$ cat src/rtl/core/pip_pkg.sv
// pip_pkg: types and constants shared by the point-in-convex-polygon block
// used by pip_vertex_ram, pip_cross_unit and point_in_convex_polygon_top
// no dependencies
package pip_pkg;

  localparam int MAX_VERTICES_DEF = 64;
  localparam int COORD_BITS       = 16;
  localparam int DIFF_BITS        = COORD_BITS + 1;
  localparam int PROD_BITS        = 2 * DIFF_BITS;

  localparam logic [1:0] CMD_CLEAR  = 2'd0;
  localparam logic [1:0] CMD_APPEND = 2'd1;
  localparam logic [1:0] CMD_QUERY  = 2'd2;

  localparam logic [1:0] LOC_INSIDE   = 2'd0;
  localparam logic [1:0] LOC_BOUNDARY = 2'd1;
  localparam logic [1:0] LOC_OUTSIDE  = 2'd2;

  localparam logic STATUS_OK      = 1'b0;
  localparam logic STATUS_DROPPED = 1'b1;

  typedef struct packed {
    logic [1:0]         cmd;
    logic signed [15:0] coord_x;
    logic signed [15:0] coord_y;
  } pip_in_t;

  typedef struct packed {
    logic       status;
    logic [1:0] location;
    logic [6:0] vertices_held;
  } pip_out_t;

  typedef struct packed {
    logic signed [COORD_BITS-1:0] x;
    logic signed [COORD_BITS-1:0] y;
  } vertex_t;

  // sign of a cross product
  typedef struct packed {
    logic neg;
    logic zero;
  } sign_t;

  typedef enum logic [2:0] {
    S_IDLE,
    S_ORG_RD,
    S_ORG_LD,
    S_RD,
    S_MUL,
    S_SGN
  } state_t;

  typedef enum logic [1:0] {
    PH_A,
    PH_B,
    PH_MID,
    PH_FIN
  } phase_t;

endpackage

$ cat src/rtl/core/pip_vertex_ram.sv
// pip_vertex_ram: single-port-write, single-port-read vertex memory
// registered read data; uses pip_pkg
module pip_vertex_ram
  import pip_pkg::*;
#(
  parameter int DEPTH = MAX_VERTICES_DEF,
  localparam int AW = $clog2(DEPTH)
) (
  input  logic          clk,
  input  logic          we,
  input  logic [AW-1:0] wr_addr,
  input  vertex_t       wr_data,
  input  logic [AW-1:0] rd_addr,
  output vertex_t       rd_data
);

  vertex_t mem [DEPTH];

  always_ff @(posedge clk) begin
    if (we) begin
      mem[wr_addr] <= wr_data;
    end
  end

  always_ff @(posedge clk) begin
    rd_data <= mem[rd_addr];
  end

endmodule

$ cat src/rtl/core/pip_cross_unit.sv
// pip_cross_unit: exact sign of cross(tgt - org, q - org)
// products registered, subtract and sign in the following cycle; uses pip_pkg
module pip_cross_unit
  import pip_pkg::*;
(
  input  logic    clk,
  input  logic    en,
  input  vertex_t org,
  input  vertex_t tgt,
  input  vertex_t q,
  output sign_t   sign
);

  logic signed [DIFF_BITS-1:0] ex, ey, qx, qy;
  logic signed [PROD_BITS-1:0] p1, p2;
  logic signed [PROD_BITS:0]   cross_val;

  assign ex = DIFF_BITS'(tgt.x) - DIFF_BITS'(org.x);
  assign ey = DIFF_BITS'(tgt.y) - DIFF_BITS'(org.y);
  assign qx = DIFF_BITS'(q.x) - DIFF_BITS'(org.x);
  assign qy = DIFF_BITS'(q.y) - DIFF_BITS'(org.y);

  always_ff @(posedge clk) begin
    if (en) begin
      p1 <= ex * qy;
      p2 <= ey * qx;
    end
  end

  assign cross_val = (PROD_BITS + 1)'(p1) - (PROD_BITS + 1)'(p2);
  assign sign.neg  = cross_val[PROD_BITS];
  assign sign.zero = (cross_val == '0);

endmodule

$ cat src/rtl/core/point_in_convex_polygon_top.sv
// point_in_convex_polygon_top: vertex store with clear, append and point query
// uses pip_pkg, pip_vertex_ram, pip_cross_unit
//
// Takes one command transaction when start is high and busy is low, and gives
// exactly one result, on result for one cycle with done high; the result cannot
// be stalled, so a user must take it in that cycle. Clear, append and any other
// command answer on the cycle after acceptance. A query on fewer than three
// vertices answers likewise; otherwise each cross-product test reads the single
// read port of the vertex memory, then passes through a multiply state and a
// sign state; a query tests the fan edges from vertex 0, then narrows the wedge
// by binary search and ends with a final edge test, stopping early when the fan
// test against vertex 0 already shows the point is out. busy stays high over the
// whole query. A new command may be accepted in the cycle in which done is high.
module point_in_convex_polygon_top
  import pip_pkg::*;
#(
  parameter int MAX_VERTICES = MAX_VERTICES_DEF
) (
  input  logic     clk,
  input  logic     rst,
  input  logic     start,
  output logic     busy,
  input  pip_in_t  item,
  output logic     done,
  output pip_out_t result
);

  localparam int AW = $clog2(MAX_VERTICES);
  localparam int CW = $clog2(MAX_VERTICES + 1);

  state_t        state, state_next;
  phase_t        phase, phase_next;
  logic [CW-1:0] count, count_next;
  logic [AW-1:0] org_addr, org_addr_next;
  logic [AW-1:0] tgt, tgt_next;
  logic [AW-1:0] lo, lo_next;
  logic [AW-1:0] hi, hi_next;
  logic          a_zero, a_zero_next;
  logic          b_zero, b_zero_next;
  vertex_t       q, q_next;
  vertex_t       org, org_next;
  logic          done_next;
  pip_out_t      result_next;

  logic          mem_we;
  logic [AW-1:0] rd_addr;
  vertex_t       mem_q;
  vertex_t       wr_data;
  logic          mul_en;
  sign_t         sgn;

  logic [AW-1:0] last;
  logic [AW-1:0] srch_lo, srch_hi;
  logic [AW:0]   srch_sum;

  assign wr_data.x = COORD_BITS'(item.coord_x);
  assign wr_data.y = COORD_BITS'(item.coord_y);
  assign last      = AW'(count - CW'(1));

  pip_vertex_ram #(
    .DEPTH(MAX_VERTICES)
  ) u_ram (
    .clk    (clk),
    .we     (mem_we),
    .wr_addr(count[AW-1:0]),
    .wr_data(wr_data),
    .rd_addr(rd_addr),
    .rd_data(mem_q)
  );

  pip_cross_unit u_cross (
    .clk (clk),
    .en  (mul_en),
    .org (org),
    .tgt (mem_q),
    .q   (q),
    .sign(sgn)
  );

  // bounds of the wedge search after this sign, mid is held in tgt
  always_comb begin
    if (phase == PH_B) begin
      srch_lo = AW'(1);
      srch_hi = last;
    end else if (!sgn.neg) begin
      srch_lo = tgt;
      srch_hi = hi;
    end else begin
      srch_lo = lo;
      srch_hi = tgt;
    end
    srch_sum = (AW + 1)'(srch_lo) + (AW + 1)'(srch_hi);
  end

  always_comb begin
    state_next    = state;
    phase_next    = phase;
    count_next    = count;
    org_addr_next = org_addr;
    tgt_next      = tgt;
    lo_next       = lo;
    hi_next       = hi;
    a_zero_next   = a_zero;
    b_zero_next   = b_zero;
    q_next        = q;
    org_next      = org;
    done_next     = 1'b0;
    result_next   = result;
    mem_we        = 1'b0;
    mul_en        = 1'b0;
    rd_addr       = tgt;
    busy          = (state != S_IDLE);

    case (state)
      S_IDLE: begin
        if (start) begin
          q_next               = wr_data;
          result_next.status   = STATUS_OK;
          result_next.location = LOC_INSIDE;
          done_next            = 1'b1;
          case (item.cmd)
            CMD_CLEAR: begin
              count_next = '0;
            end
            CMD_APPEND: begin
              if (count < CW'(MAX_VERTICES)) begin
                mem_we     = 1'b1;
                count_next = count + CW'(1);
              end else begin
                result_next.status = STATUS_DROPPED;
              end
            end
            CMD_QUERY: begin
              if (count < CW'(3)) begin
                result_next.location = LOC_OUTSIDE;
              end else begin
                done_next     = 1'b0;
                org_addr_next = '0;
                tgt_next      = AW'(1);
                phase_next    = PH_A;
                state_next    = S_ORG_RD;
              end
            end
            default: begin
            end
          endcase
          result_next.vertices_held = 7'(count_next);
        end
      end
      S_ORG_RD: begin
        rd_addr    = org_addr;
        state_next = S_ORG_LD;
      end
      S_ORG_LD: begin
        org_next   = mem_q;
        state_next = S_MUL;
      end
      S_RD: begin
        state_next = S_MUL;
      end
      S_MUL: begin
        mul_en     = 1'b1;
        state_next = S_SGN;
      end
      S_SGN: begin
        result_next.status        = STATUS_OK;
        result_next.vertices_held = 7'(count);
        case (phase)
          PH_A: begin
            a_zero_next = sgn.zero;
            if (sgn.neg) begin
              result_next.location = LOC_OUTSIDE;
              done_next            = 1'b1;
              state_next           = S_IDLE;
            end else begin
              tgt_next   = last;
              phase_next = PH_B;
              state_next = S_RD;
            end
          end
          PH_B, PH_MID: begin
            if (phase == PH_B) begin
              b_zero_next = sgn.zero;
            end
            lo_next = srch_lo;
            hi_next = srch_hi;
            if (phase == PH_B && !sgn.neg && !sgn.zero) begin
              result_next.location = LOC_OUTSIDE;
              done_next            = 1'b1;
              state_next           = S_IDLE;
            end else if ((AW + 1)'(srch_lo) + (AW + 1)'(1) < (AW + 1)'(srch_hi)) begin
              tgt_next   = srch_sum[AW:1];
              phase_next = PH_MID;
              state_next = S_RD;
            end else begin
              // final edge test from v[lo] to v[hi]
              org_addr_next = srch_lo;
              tgt_next      = srch_hi;
              phase_next    = PH_FIN;
              state_next    = S_ORG_RD;
            end
          end
          PH_FIN: begin
            done_next  = 1'b1;
            state_next = S_IDLE;
            if (sgn.neg) begin
              result_next.location = LOC_OUTSIDE;
            end else if (sgn.zero) begin
              result_next.location = LOC_BOUNDARY;
            end else if ((lo == AW'(1) && a_zero) || (hi == last && b_zero)) begin
              result_next.location = LOC_BOUNDARY;
            end else begin
              result_next.location = LOC_INSIDE;
            end
          end
          default: begin
            state_next = S_IDLE;
          end
        endcase
      end
      default: begin
        state_next = S_IDLE;
      end
    endcase
  end

  always_ff @(posedge clk) begin
    if (rst) begin
      state <= S_IDLE;
      phase <= PH_A;
      count <= '0;
      done  <= 1'b0;
    end else begin
      state <= state_next;
      phase <= phase_next;
      count <= count_next;
      done  <= done_next;
    end
  end

  always_ff @(posedge clk) begin
    org_addr <= org_addr_next;
    tgt      <= tgt_next;
    lo       <= lo_next;
    hi       <= hi_next;
    a_zero   <= a_zero_next;
    b_zero   <= b_zero_next;
    q        <= q_next;
    org      <= org_next;
    result   <= result_next;
  end

endmodule
$ cat config.mk
export PLATFORM = sky130hd
export DESIGN_NAME = point_in_convex_polygon_top
export DESIGN_NICKNAME = d
export VERILOG_FILES = /design/src/rtl/core/pip_pkg.sv /design/src/rtl/core/pip_vertex_ram.sv /design/src/rtl/core/pip_cross_unit.sv /design/src/rtl/core/point_in_convex_polygon_top.sv
export SDC_FILE = /design/constraint.sdc
export NUM_CORES = 2
export LEC_CHECK = 0
export BUFFER_PORTS_ARGS = -buffer_cell sky130_fd_sc_hd__clkbuf_2
export CAP_MARGIN = 10
export CORE_UTILIZATION = 55
export CTS_CLUSTER_SIZE = 25
export DETAILED_ROUTE_END_ITERATION = 8
export HOLD_SLACK_MARGIN = 0.03
export PLACE_DENSITY = 0.71
export SLEW_MARGIN = 40
export SYNTH_ARGS = -nofsm -noshare
export SYNTH_HDL_FRONTEND = slang
export SYNTH_SLANG_ARGS = --single-unit
$ cat constraint.sdc
create_clock -name clk -period 13.77 [get_ports clk]
set_input_delay 3.4425 -clock clk [delete_from_list [all_inputs] [get_ports clk]]
set_output_delay 3.4425 -clock clk [all_outputs]
set_load 0.02 [all_outputs]
After elaboration in Yosys (flattened, before gate mapping)
Memory sizes are Yosys's and may differ from the RTL's. A register that Yosys moved wholly into a read port is not among the register bits.
Cells that the tools add are included.
{ "op_classes": {"muxes": 64, "n_reduce_logical": 24, "n_mul": 2, "addsub": 9, "n_lt_le_gt_ge": 3, "n_eq_ne": 23} }
{ "op_table": {"columns": ["cell", "n"], "rows": [
  ["2-to-1 mux 6 bit", 17],
  ["multiplier 17 x 17 -> 34 bit", 2],
  ["subtractor 16 x 16 -> 17 bit", 4],
  ["case mux 6 bit (2 select lines)", 3],
  ["logical NOT 35 bit", 1],
  ["subtractor 34 x 34 -> 35 bit", 1],
  ["2-to-1 mux 2 bit", 13],
  ["case mux 10 bit (2 select lines)", 1],
  ["2-to-1 mux 1 bit", 17],
  ["case mux 3 bit (5 select lines)", 1],
  ["case mux 7 bit (2 select lines)", 1],
  ["AND reduction 7 bit", 2],
  ["2-to-1 mux 10 bit", 1],
  ["2-to-1 mux 3 bit", 3],
  ["!= test 3 bit, second input constant", 3],
  ["case mux 3 bit (3 select lines)", 1],
  ["!= test 2 bit, second input constant", 4],
  ["case mux 2 bit (2 select lines)", 2],
  ["AND reduction 2 bit", 4],
  ["adder 6 x 1 -> 7 bit, second input constant", 1],
  ["adder 6 x 6 -> 7 bit", 1],
  ["adder 7 x 1 -> 7 bit, second input constant", 1],
  ["less-than comparator 7 x 2 -> 1 bit, second input constant", 1],
  ["less-than comparator 7 x 6 -> 1 bit", 1],
  ["26 further kinds", 39]
]} }
{ "word_totals": {"ram_bits": 2048, "elab_cells": 145, "regBits": 181, "inputBits": 37, "n_memories": 1} }
{ "memory_table": {"columns": ["name", "words", "word_bits", "read_ports", "rd_ports_with_merged_regs", "wr", "line_no", "text"], "rows": [
  ["u_ram.mem", 64, 32, 1, 1, 1, "pip_vertex_ram.sv:17", "vertex_t mem [DEPTH];"]
]} }

Longest topological paths before layout
{ "logic_depth": {"depth_word": 9, "mapped_depth": 39, "mapped_depth_nobuf": 39} }

By module
Synthesis repeated with hierarchy kept, for this count alone.
{ "hier_totals": {"hier_cells": 7083, "hier_area_um2": 112535.4} }
{ "modules_own_cells": {"columns": ["mod", "instances", "seq_area_each_um2", "area_per_inst_um2", "cells_per_inst"], "rows": [
  ["pip_vertex_ram", 1, 62139.6, 79039.6, 3511],
  ["pip_cross_unit", 1, 2042.0, 28315.9, 3167],
  ["point_in_convex_polygon_top", 1, 3263.1, 5180.0, 405]
]} }

Worst setup path before layout
No wires, ideal clock.
{ "synth_timing": {"kind": "reg2reg", "start": "register org[0] (netlist name)", "end": "register u_cross.p1[33] (data pin)", "synth_period_minus_slack_ns": 8.810, "path_buffers": 1, "slack_ns": 4.960, "t_required_ns": 13.510, "path_stages_with_launch": 35, "setup_ns": 0.260, "arrival_time_ns": 8.550, "path_cell_list": "edfxtp_1 > ha_1 > fa_1 > nor2b_1 > o21ai_0 > a21boi_0 > o21ai_0 > a21boi_0 > o2111ai_1 > nand4_1 > nand2_1 > o211a_1 > a31oi_1 > buf_2 > nor2_1 > fa_1 > fa_1 > fa_1 > fa_1 > fa_1 > inv_1 > fa_1 > inv_1 > ha_1 > a21o_1 > a21oi_1 > inv_1 > a21oi_1 > nor2_1 > a31o_2 > o41ai_1 > o2111ai_1 > a21o_1 > a21oi_1 > xnor2_1"} }
{ "synth_via": {"elab_chain_cells": 2} }
{ "synth_lines": {"columns": ["item", "line_no", "text"], "rows": [
  ["subtractor 16 x 16 -> 17 bit", "pip_cross_unit.sv:21", "assign qy = DIFF_BITS'(q.y) - DIFF_BITS'(org.y);"],
  ["multiplier 17 x 17 -> 34 bit", "pip_cross_unit.sv:25", "p1 <= ex * qy;"],
  ["to (signal assigned)", "pip_cross_unit.sv:25", null],
  ["to (decl)", "pip_cross_unit.sv:15", "logic signed [PROD_BITS-1:0] p1, p2;"]
]} }
Every way passes these cells.
A chain may end at the register's enable or synchronous reset.

Final worst setup path
{ "layout_timing": {"start": "register org[17] (netlist name)", "end": "register u_cross.p1[33] (data pin)"} }
{ "layout_via": {"elab_chain_cells": 2} }
{ "layout_lines": {"columns": ["item", "line_no", "text"], "rows": [
  ["subtractor 16 x 16 -> 17 bit", "pip_cross_unit.sv:18", "assign ex = DIFF_BITS'(tgt.x) - DIFF_BITS'(org.x);"],
  ["multiplier 17 x 17 -> 34 bit", "pip_cross_unit.sv:25", null]
]} }
Every way passes these cells.

==> metrics.txt <==
most common cell after layout, fill and taps aside edfxtp_1; element type at the critical path end flip-flop; Final ANT Viol Nets 0; register area between 0.06 and 0.07 mm2; skew final roughly 0.065 ns; worst setup path startpoint org[17]; worst endpoint required time 14.33 ns; Post-synth EDFFs about 2.2k; quantity of I/O buffers inserted on ports 48; worst slew pin tran roughly 1.0 ns; ys async rst share 0%; IO Pins 49; CTS Root Cell clkbuf_16; layout cells sized above 1 ~17%; drt total wl 296 mm; Setup Buffers After CTS 0; Mapped Cells 7342; Max VDD drop 0.000598 V; H-tree Lvls 4; total negative slack 0 ns; Syn. warnings 0; row count 166; crit start category flip-flop; Max Fclk slightly above 100 MHz; drc violations 0; Tot GR Track Use 28.8%; syn_area_per_cell between 15 and 20 um2; FF-to-FF Start org[17]; mapped cell area 0.113 mm2; Sink Count around 2.3k; Resize count post-CTS 0; clk slew on worst S/H paths 0.07 ns; initial antenna violation count 15; Syn-to-layout area delta 11.2%; period utilization 71.5%; Crit-path slowest cell xor2_2; Clock Path Buffers 3; Avg WL per Cell ~28 um; fin nets 8414; register area share after synthesis 59.6%; commonest non-fill, non-tap cells in the layout edfxtp_1, inv_1, nand2_1, fa_1, mux4_2; GR Overflow Total 0; Placer Congestion 0.905; hold path startpoint u_ram.rd_data[9]; Pleak around 45 nW; Crit path arrival time 10.41 ns; Hold Crit Class flip-flop to flip-flop; TritonCTS Buffers 216; vias in the first global route 67.1k; register bit total from synthesis about 2.3k; pwr/cell area 251 mW/mm2; max cap viols 0; DR vias 64.9k; status finished, final reports clean; Fin Hold WS 0.434 ns; Multi-input gate area 0.0425 mm2; Core Area 0.205 mm2; max-slew violation count 0; post-synth cell types 92; min cycle time layout 9.85 ns; wire length of the first global-routing pass ~440 mm; hold_buf cts 0; fillcell total 14.7k; CP max FO 11; Final HPWL DP 181 mm; max incr delay on CP 0.64 ns; largest net degree at the start of global routing a little under 100; Die Width 456 um; Synth Flop Type edfxtp_1; Mapped Nets 8262; RSZ-0062 raised after global routing false; Starting Density 55.3%; CTS tree yes; die height between 400 and 500 um; final setup fails 0; Clock Latency Late Sink between 0.8 and 0.9 ns; worst rel slew slack 32.5%; critical path class flip-flop to flip-flop; die area between 0.2 and 0.25 mm2; Via density approximately 6.3; Fin. Hold Viols 0; Iter 0 DRT Violations 7261; Pre-Repair DR Iteration Count 6
## cell type report
type,count,area share (%)
Sequential cell,2261,53.6
Inverter,752,2.24
Clock inverter,155,1.52
Timing Repair Buffer,263,1.69
Tap cell,2688,2.67
Antenna cell,5,0.00994
Clock buffer,250,4.45
Multi-Input combinational cell,4000,33.8
## cells by family (layout without fill, tap and decap cells)
group / Yosys count / after routing / synth area share (%)
xor+xnor: 167 / 167 / 1.29
fa+ha+maj: 883 / 883 / 13.7
other cells: 0 / 5 / 0
compound gates: 785 / 785 / 4.70
flops: 2261 / 2261 / 59.6
mux: 546 / 546 / 10.5
buf+inv: 1081 / 1420 / 3.66
simple gates: 1619 / 1619 / 6.53
## per-stage QoR
step	worst slack, ns	cell area, um2	instances	util, %	total power [W]
CTS	3.72	126000	10400	61.3	0.0317
floorplan	4.96	113000	7342	-	0.0212
detailed placement	3.76	118000	9954	57.7	0.0254
global route	3.26	126000	10400	61.5	0.0341
finish	3.92	126000	10400	61.5	0.0316
global placement	3.87	118000	9954	57.5	0.0251
## synthesized netlist by cell type (all sizes together) (67+ instances only)
library cell | instances | area (um2)
edfxtp | 2216 | 66500
inv | 751 | 2820
nand2 | 676 | 2540
fa | 598 | 12000
mux4 | 512 | 11500
nor2 | 420 | 1580
ha | 285 | 3570
clkbuf | 245 | 922
a21oi | 186 | 935
a211oi | 169 | 1270
and2 | 168 | 1050
xnor2 | 116 | 1020
a31oi | 90 | 563
buf | 84 | 398
o21ai | 84 | 420
a311oi | 67 | 587
nor3 | 67 | 340
## worst paths after layout
path | to | slack, ns | cells after the start
setup / recovery | u_cross.p1[33] | 3.92 | 33
hold / removal | org[9] | 0.43 | 0
setup reg to reg | u_cross.p1[33] | 3.92 | 33
hold reg to reg | org[9] | 0.43 | 0
## layer usage
metal,track usage (%),vias to the layer above,part of all wire (%)
met1,37.7,33700,37
met4,12.9,6,4.9
met2,47.9,3245,49
met3,4.42,614,8.5
met5,0,-,0.014
li1,-,27300,-
## worst max-delay path: cells and delay by family, from the launching register on
| kind | cells | cell delay [ns] |
|---|---|---|
| xor gates and xnor gates | 2 | 0.72 |
| adders and majority gates | 8 | 3.53 |
| AOI/OAI and AO/OA | 14 | 3.74 |
| DFF | 1 | 0.38 |
| and+or+nand+nor | 3 | 0.81 |
| buffers and inverters | 6 | 0.37 |
## sequential cells by signal, indices dropped and copies added (netlist names)
register / count
u_ram.mem: 2048
u_cross.p1: 34
u_cross.p2: 34
org: 32
q: 32
u_ram.rd_data: 32
result: 10
count: 7
hi: 6
lo: 6
org_addr: 6
tgt: 6
state: 3
phase: 2
a_zero: 1
b_zero: 1
done: 1
## power breakdown
| part | total (W) | internal [W] | switching (W) | leakage, nW |
|---|---|---|---|---|
| registers | 0.00852 | 0.00851 | 0.0000127 | 20.3 |
| clock network | 0.00623 | 0.00362 | 0.00261 | 3.63 |
| logic | 0.0169 | 0.00722 | 0.00963 | 21.1 |
Note: power is estimated with default switching activity, not from simulation.
